**src/design/swfd_pkg.sv**
```systemverilog
// ----------------------------------------------------------------------------
// swfd_pkg
// Shared constants and types of the sync word frame deserializer.
// ----------------------------------------------------------------------------
package swfd_pkg;

    localparam int WORDS_PER_FRAME = 12;
    localparam int FRAME_BYTES     = 2 * WORDS_PER_FRAME;
    localparam int POS_W           = $clog2(FRAME_BYTES);
    localparam int ADDR_W          = POS_W - 1;
    localparam int BYTE_W          = 8;
    localparam int WORD_W          = 16;
    localparam int IDX_W           = 4;
    localparam int ERR_W           = 16;
    localparam int TDATA_BITS      = IDX_W + WORD_W + ERR_W;
    localparam int TDATA_W         = ((TDATA_BITS + 7) / 8) * 8;

    localparam logic [WORD_W-1:0] HEADER_RESET = 16'hAA55;

    typedef struct packed {
        logic              we;
        logic [ADDR_W-1:0] addr;
        logic [WORD_W-1:0] data;
    } t_wr_req;

    typedef struct packed {
        logic              re;
        logic [ADDR_W-1:0] addr;
    } t_rd_req;

endpackage

```
**src/design/sync_word_frame_deserializer_core.sv**
```systemverilog
// ----------------------------------------------------------------------------
// sync_word_frame_deserializer_core
// Sync word framed byte-stream to word-stream receiver.
//
// Input stream: one received byte per request on the slave side. Every byte
// is shifted into a 16-bit header register; a match with the configured
// header word (i_cfg_we / i_cfg_wdata, reset 0xAA55) opens a frame. Frame
// bytes are packed in pairs into a 12 x 16-bit frame RAM. A header seen
// inside a frame bumps a wrapping 16-bit resync error count.
// Output stream: the byte that completes a frame triggers 12 word requests,
// index 0 first, tlast on the final one, each with the error count.
// Throughput: one byte per cycle while no frame is being read out. After a
// frame-ending byte the input is held off during readout, one frame RAM read
// per word; the byte sets the busy flag, then the first read sets valid.
// Receiver stall: readout pauses, the pending word holds, and the input
// stays held off until the last read has been issued.
// Reset: header register, frame state and error count clear; the header
// word returns to 0xAA55. Frame RAM contents are not cleared.
// ----------------------------------------------------------------------------
module sync_word_frame_deserializer_core (
    input  logic                          i_clk,
    input  logic                          i_rst_n,
    input  logic                          i_cfg_we,
    input  logic [swfd_pkg::WORD_W-1:0]   i_cfg_wdata,
    input  logic                          i_s_axis_tvalid,
    output logic                          o_s_axis_tready,
    input  logic [swfd_pkg::BYTE_W-1:0]   i_s_axis_tdata,   // rx_byte
    output logic                          o_m_axis_tvalid,
    input  logic                          i_m_axis_tready,
    // word_index[3:0], word_value[19:4], resync_errors[35:20], zero pad
    output logic [swfd_pkg::TDATA_W-1:0]  o_m_axis_tdata,
    output logic                          o_m_axis_tlast    // last_word
);

    swfd_pkg::t_wr_req            wr;
    swfd_pkg::t_rd_req            rd;
    logic                         accept;
    logic                         done;
    logic                         busy;
    logic [swfd_pkg::ERR_W-1:0]   err;
    logic [swfd_pkg::WORD_W-1:0]  rdata;
    logic [swfd_pkg::IDX_W-1:0]   out_idx;
    logic [swfd_pkg::ERR_W-1:0]   out_err;

    assign o_s_axis_tready = !busy;
    assign accept          = i_s_axis_tvalid && !busy;

    swfd_fill u_fill (
        .i_clk       (i_clk),
        .i_rst_n     (i_rst_n),
        .i_cfg_we    (i_cfg_we),
        .i_cfg_wdata (i_cfg_wdata),
        .i_accept    (accept),
        .i_byte      (i_s_axis_tdata),
        .o_wr        (wr),
        .o_done      (done),
        .o_err       (err)
    );

    swfd_ram #(
        .WIDTH (swfd_pkg::WORD_W),
        .DEPTH (swfd_pkg::WORDS_PER_FRAME)
    ) u_ram (
        .i_clk   (i_clk),
        .i_we    (wr.we),
        .i_waddr (wr.addr),
        .i_wdata (wr.data),
        .i_re    (rd.re),
        .i_raddr (rd.addr),
        .o_rdata (rdata)
    );

    swfd_emit u_emit (
        .i_clk       (i_clk),
        .i_rst_n     (i_rst_n),
        .i_start     (done),
        .i_err       (err),
        .i_out_ready (i_m_axis_tready),
        .o_rd        (rd),
        .o_busy      (busy),
        .o_out_valid (o_m_axis_tvalid),
        .o_out_idx   (out_idx),
        .o_out_last  (o_m_axis_tlast),
        .o_out_err   (out_err)
    );

    assign o_m_axis_tdata = {
        (swfd_pkg::TDATA_W - swfd_pkg::TDATA_BITS)'(0),
        out_err,
        rdata,
        out_idx
    };

endmodule

```
**src/design/swfd_ram.sv**
```systemverilog
// ----------------------------------------------------------------------------
// swfd_ram
// Generic single-write, single-read RAM with registered read data.
// ----------------------------------------------------------------------------
module swfd_ram #(
    parameter int WIDTH = 16,
    parameter int DEPTH = 12
) (
    input  logic                     i_clk,
    input  logic                     i_we,
    input  logic [$clog2(DEPTH)-1:0] i_waddr,
    input  logic [WIDTH-1:0]         i_wdata,
    input  logic                     i_re,
    input  logic [$clog2(DEPTH)-1:0] i_raddr,
    output logic [WIDTH-1:0]         o_rdata
);

    logic [WIDTH-1:0] r_mem [DEPTH];
    logic [WIDTH-1:0] r_rdata;

    always_ff @(posedge i_clk) begin
        if (i_we) begin
            r_mem[i_waddr] <= i_wdata;
        end
        if (i_re) begin
            r_rdata <= r_mem[i_raddr];
        end
    end

    assign o_rdata = r_rdata;

endmodule

```
**src/design/swfd_fill.sv**
```systemverilog
// ----------------------------------------------------------------------------
// swfd_fill
// Header matching, frame fill tracking and resync error counting.
// Pairs of bytes are packed into words and written to the frame RAM.
// ----------------------------------------------------------------------------
module swfd_fill (
    input  logic                         i_clk,
    input  logic                         i_rst_n,
    input  logic                         i_cfg_we,
    input  logic [swfd_pkg::WORD_W-1:0]  i_cfg_wdata,
    input  logic                         i_accept,
    input  logic [swfd_pkg::BYTE_W-1:0]  i_byte,
    output swfd_pkg::t_wr_req            o_wr,
    output logic                         o_done,
    output logic [swfd_pkg::ERR_W-1:0]   o_err
);

    logic [swfd_pkg::WORD_W-1:0] r_header;
    logic [swfd_pkg::WORD_W-1:0] r_shift, n_shift;
    logic                        r_in_frame, n_in_frame;
    logic [swfd_pkg::POS_W-1:0]  r_pos, n_pos;
    logic [swfd_pkg::ERR_W-1:0]  r_err, n_err;
    logic [swfd_pkg::BYTE_W-1:0] r_low, n_low;
    logic                        done;
    logic                        mid;

    always_comb begin
        n_shift    = r_shift;
        n_in_frame = r_in_frame;
        n_pos      = r_pos;
        n_err      = r_err;
        n_low      = r_low;
        done       = 1'b0;
        mid        = r_in_frame;
        o_wr.we    = 1'b0;
        o_wr.addr  = r_pos[swfd_pkg::POS_W-1:1];
        o_wr.data  = {i_byte, r_low};
        if (i_accept) begin
            n_shift = {r_shift[swfd_pkg::BYTE_W-1:0], i_byte};
            if (r_in_frame) begin
                if (r_pos[0]) begin
                    o_wr.we = 1'b1;
                end else begin
                    n_low = i_byte;
                end
                if (r_pos == swfd_pkg::POS_W'(swfd_pkg::FRAME_BYTES - 1)) begin
                    done       = 1'b1;
                    mid        = 1'b0;
                    n_in_frame = 1'b0;
                end else begin
                    n_pos = r_pos + 1'b1;
                end
            end
            if (n_shift == r_header) begin
                if (mid) begin
                    n_err = r_err + 1'b1;
                end
                n_in_frame = 1'b1;
                n_pos      = '0;
            end
        end
    end

    always_ff @(posedge i_clk) begin
        if (!i_rst_n) begin
            r_header   <= swfd_pkg::HEADER_RESET;
            r_shift    <= '0;
            r_in_frame <= 1'b0;
            r_pos      <= '0;
            r_err      <= '0;
        end else begin
            if (i_cfg_we) begin
                r_header <= i_cfg_wdata;
            end
            r_shift    <= n_shift;
            r_in_frame <= n_in_frame;
            r_pos      <= n_pos;
            r_err      <= n_err;
        end
    end

    always_ff @(posedge i_clk) begin
        r_low <= n_low;
    end

    assign o_done = done;
    assign o_err  = r_err;

endmodule

```
**src/design/swfd_emit.sv**
```systemverilog
// ----------------------------------------------------------------------------
// swfd_emit
// Frame readout sequencer: reads one word per cycle from the frame RAM unless
// the receiver stalls, and holds the result request until it is taken.
// ----------------------------------------------------------------------------
module swfd_emit (
    input  logic                         i_clk,
    input  logic                         i_rst_n,
    input  logic                         i_start,
    input  logic [swfd_pkg::ERR_W-1:0]   i_err,
    input  logic                         i_out_ready,
    output swfd_pkg::t_rd_req            o_rd,
    output logic                         o_busy,
    output logic                         o_out_valid,
    output logic [swfd_pkg::IDX_W-1:0]   o_out_idx,
    output logic                         o_out_last,
    output logic [swfd_pkg::ERR_W-1:0]   o_out_err
);

    logic                        r_busy, n_busy;
    logic [swfd_pkg::ADDR_W-1:0] r_k, n_k;
    logic                        r_vld, n_vld;
    logic [swfd_pkg::ADDR_W-1:0] r_idx;
    logic [swfd_pkg::ERR_W-1:0]  r_oerr;
    logic                        re;
    logic                        last_k;

    assign last_k = (r_k == swfd_pkg::ADDR_W'(swfd_pkg::WORDS_PER_FRAME - 1));
    assign re     = r_busy && (!r_vld || i_out_ready);

    always_comb begin
        n_busy = r_busy;
        n_k    = r_k;
        n_vld  = r_vld;
        if (i_start) begin
            n_busy = 1'b1;
            n_k    = '0;
        end
        if (re) begin
            n_vld = 1'b1;
            n_k   = r_k + 1'b1;
            if (last_k) begin
                n_busy = 1'b0;
            end
        end else if (i_out_ready) begin
            n_vld = 1'b0;
        end
    end

    always_ff @(posedge i_clk) begin
        if (!i_rst_n) begin
            r_busy <= 1'b0;
            r_k    <= '0;
            r_vld  <= 1'b0;
        end else begin
            r_busy <= n_busy;
            r_k    <= n_k;
            r_vld  <= n_vld;
        end
    end

    always_ff @(posedge i_clk) begin
        if (re) begin
            r_idx  <= r_k;
            r_oerr <= i_err;
        end
    end

    assign o_rd.re     = re;
    assign o_rd.addr   = r_k;
    assign o_busy      = r_busy;
    assign o_out_valid = r_vld;
    assign o_out_idx   = swfd_pkg::IDX_W'(r_idx);
    assign o_out_last  = (r_idx == swfd_pkg::ADDR_W'(swfd_pkg::WORDS_PER_FRAME - 1));
    assign o_out_err   = r_oerr;

endmodule
```
**config.mk**
```make
export PLATFORM = sky130hd
export DESIGN_NAME = sync_word_frame_deserializer_core
export DESIGN_NICKNAME = d
export VERILOG_FILES = /design/src/design/swfd_pkg.sv /design/src/design/sync_word_frame_deserializer_core.sv /design/src/design/swfd_ram.sv /design/src/design/swfd_fill.sv /design/src/design/swfd_emit.sv
export SDC_FILE = /design/constraint.sdc
export NUM_CORES = 1
export LEC_CHECK = 0
export ABC_AREA = 1
export ABC_CLOCK_PERIOD_IN_PS = 5080
export BUFFER_PORTS_ARGS = -buffer_cell sky130_fd_sc_hd__buf_2
export CAP_MARGIN = 10
export CORE_MARGIN = 5
export CORE_UTILIZATION = 59
export CTS_CLUSTER_SIZE = 12
export DETAILED_ROUTE_END_ITERATION = 8
export PLACE_DENSITY = 0.9
export SYNTH_ARGS = -nofsm -noshare
export SYNTH_HDL_FRONTEND = slang
export SYNTH_SLANG_ARGS = --single-unit
```
**constraint.sdc**
```tcl
create_clock -name i_clk -period 5.08 [get_ports i_clk]
set_input_delay 0.254 -clock i_clk [delete_from_list [all_inputs] [get_ports i_clk]]
set_output_delay 0.254 -clock i_clk [all_outputs]
set_load 0.005 [all_outputs]
```
==> results.yml <==
die:
  start_util_pct: 59.87
  die-area_sq_um: 22590
  die_x_um: 150.3
  boundaryPins: 72
  die_h_um: 150.3
  coreArea_sq_um: 19400
  num_rows: 51
place:
  place_hpwl_um: 15410
  numPortBuffers: 67
  dp_slack_ps: 2822
  gp_congestion: 0.8442
cts:
  clkTransAtPathRegs_ps: 60
  cts_buffer_depth: 3
  cts_buffers: 29
  clock_latency_ps: 560
  htree_num_levels: 1
  clkSinkCount: 288
  cts_setup_buffers: 0
  root_buffer: "clkbuf_16"
  cts_tree: "yes"
timing:
  hold_slack_ps: 18.59
  timing.final.crit_period_ps: 2332
  fmax_mhz: 428.9
  final_max_slew_viol_count: 0
  setup-tns-final_ps: 0
  setup_violations: 0
  relSlewSlack_pct: 24.52
  rsz0062_at_grt: "false"
  fin_crit_sh_pct: 45.90
  tightest_slew_ps: 1131
  setup_ws_ps: 2748
  finClkSkew_ps: 17.61
  hold_violations: 0
synthesis:
  synth-edff-count: 236
  ys_top_cells_by_area: "edfxtp_1 (61%), dfxtp_1 (9.0%), nor2_1 (6.7%), o21ai_0 (5.6%), nand2_1 (4.9%)"
  synth_top_area_share_pct: 61.02
  synthFlopType: "edfxtp_1"
  synthDistinctLibCells: 34
  synth_common_cells: "edfxtp_1 (236), nor2_1 (208), nand2_1 (151)"
  syn_area_per_cell_sq_um: 11.02
  synth-simple-area-share_pct: 14.92
  yosysMostFrequentCell: "edfxtp_1"
  netlist_instances: 1054
  yosys_warnings: 0
  yosysTopAreaCell: "edfxtp_1"
  synth_seq_cells: 288
  synthAdderAreaFrac_pct: 0.3232
  async_reset_ff_share_pct: 0
  synth.yosys.seq_area_share_pct: 69.98
  netlist_area_sq_um: 11610
  synthMuxAreaShare_pct: 0
  synth_compound_area_share_pct: 10.05
  synth_top_family_by_area: "simple AND/OR/NAND/NOR gates"
  synth-xor-area-share_pct: 0.3017
route:
  drt_pass1_iterations: 6
  drt-total-wl_um: 27330
  drc: 0
  drtAntennaViolNets: 0
  via_per_inst: 5.773
  drt_iter0_drc: 757
  wire_per_inst_um: 19.22
  via_count: 8209
min_path:
  holdCritStartpoint: "i_cfg_wdata[10]"
  hold_path.class: "in -> reg"
  hold_path_depth: 3
  whs_endpoint: "u_fill.r_header[10]$_SDFFE_PN0P_"
worst_setup_path:
  required_ps: 5460
  crit_path_start_kind: "register"
  arrival_ps: 2710
  critPathCaptureType: "register"
  reg2reg_from: "u_emit.r_k[0]$_SDFFE_PN0P_"
  r2r-end: "u_ram.o_rdata[2]$_DFFE_PP_"
  crit_fanout: 60
  rrSetupSlack_ps: 2750
  path_class: "reg -> reg"
  worstRegToRegCells: 8
layout:
  layout-drive-gt1-share_pct: 13.31
  antenna_cells: 0
  final_nets: 1166
  area_delta_synth_final_pct: 13.71
  fin_util_pct: 68.08
global_routing:
  first_global_vias: 7980
  antenna_found_initial: 0
  grt_use_total_pct: 24.07
  grt_max_degree: 100
  overflow: 0
  grt_pass1_wl_um: 41520
run_status:
  status: "completed"
pwr:
  ir_worst_vdd_mv: 0.2686
  p_per_area_nw_per_um2: 351.4
  p_leak_nw: 4.869
job:
  drv_cap: 0
==> kinds of logic after synthesis <==
logic type               Yosys count
AO/OA/AOI/OAI                    217
AND/OR/NAND/NOR                  418
other                              1
adder cells (fa/ha/maj)            3
buffers and inverters            123
flip-flops                       288
XOR/XNOR                           4
==> worst max-delay path by stage <==
stage | start | to | slack [ps]
6_report | u_emit.r_k[0]$_SDFFE_PN0P_ | u_ram.o_rdata[2]$_DFFE_PP_ | 2750
5_1_grt | u_emit.r_k[0]$_SDFFE_PN0P_ | u_ram.o_rdata[2]$_DFFE_PP_ | 2620
4_1_cts | u_emit.r_k[0]$_SDFFE_PN0P_ | u_ram.o_rdata[2]$_DFFE_PP_ | 2800
3_5_place_dp | u_emit.r_k[0]$_SDFFE_PN0P_ | u_ram.o_rdata[7]$_DFFE_PP_ | 2820
3_3_place_gp | u_emit.r_k[0]$_SDFFE_PN0P_ | u_ram.o_rdata[7]$_DFFE_PP_ | 2880
2_1_floorplan | u_emit.o_busy$_SDFF_PN0_ | u_ram.r_mem[0][0]$_DFFE_PP_ | 3100
==> flip-flops by register name (all words and copies together), names as in the netlist, 4 cells and up <==
register and count:
u_fill.r_shift 8, u_emit.o_out_err 16, u_ram.o_rdata 16, u_ram.r_mem 192, u_fill.o_err 16, u_fill.r_low 8
u_fill.r_pos 5, u_fill.r_header 16, u_emit.o_out_idx 4, u_emit.r_k 4
==> placed cells by master (no fill, tap or decap), types with 4 or more instances in the layout <==
cell,synthesis,final
o21ai_0,129,129
inv_2,9,9
nor2_1,208,208
buf_2,16,67
dfxtp_1,52,51
a31oi_1,10,10
nand4_1,15,15
edfxtp_1,236,236
clkbuf_16,0,30
inv_1,58,58
a21oi_1,31,31
o22ai_1,32,32
nor2_2,10,10
nand2_2,6,6
clkbuf_1,29,18
o21ai_1,7,7
nand2_1,151,151
o221ai_1,7,7
dlygate4sd3_1,0,13
nand3_1,20,20
conb_1,1,4
buf_4,4,19
==> worst max-delay path, stage by stage, from the launching register on <==
cell and delay (ps):
dfxtp_2 320, inv_2 450, buf_4 600, o21ai_0 190
o22ai_1 150, nand2_1 60, nand2_1 70, nor2_1 40
a31oi_1 230
==> per-layer routing <==
layer	track usage, %	part of all wire (%)	up-vias	wire [um]
met5	0	0	-	0
met4	9.652	3.6	0	986
met3	3.913	8.9	81	2419
met2	43.96	52	479	14220
met1	28.30	35	3845	9697
li1	-	-	3804	-
==> report_power, final <==
| group | internal (mW) | leakage, nW | switching [mW] |
|---|---|---|---|
| clock | 1.13 | 0.421 | 0.849 |
| sequential | 2.54 | 2.59 | 0.00862 |
| combinational | 0.0377 | 1.85 | 0.0708 |
==> layout make-up <==
type,count,area [sq um]
Tap cell,265,331.6
Clock buffer,50,845.8
Clock inverter,4,36.28
Inverter,70,267.8
Timing Repair Buffer,99,608.1
Multi-Input combinational cell,646,2988
Fill cell,1300,6192
Sequential cell,288,8129
==> through the flow <==
step | power, mW | instances | area (sq um)
floorplan | 2.663 | 1057 | 11620
global placement | 2.696 | 1355 | 12190
detailed placement | 2.701 | 1355 | 12190
CTS | 4.645 | 1422 | 13210
global route | 4.775 | 1422 | 13210
finish | 4.640 | 1422 | 13210
==> repair_timing <==
item / 4_1_cts / 5_1_grt
hold endpoints to repair: 13 / 0
gates resized for setup: 0 / 0
hold buffers: 13 / 0
(Power assumes the default switching activity.)
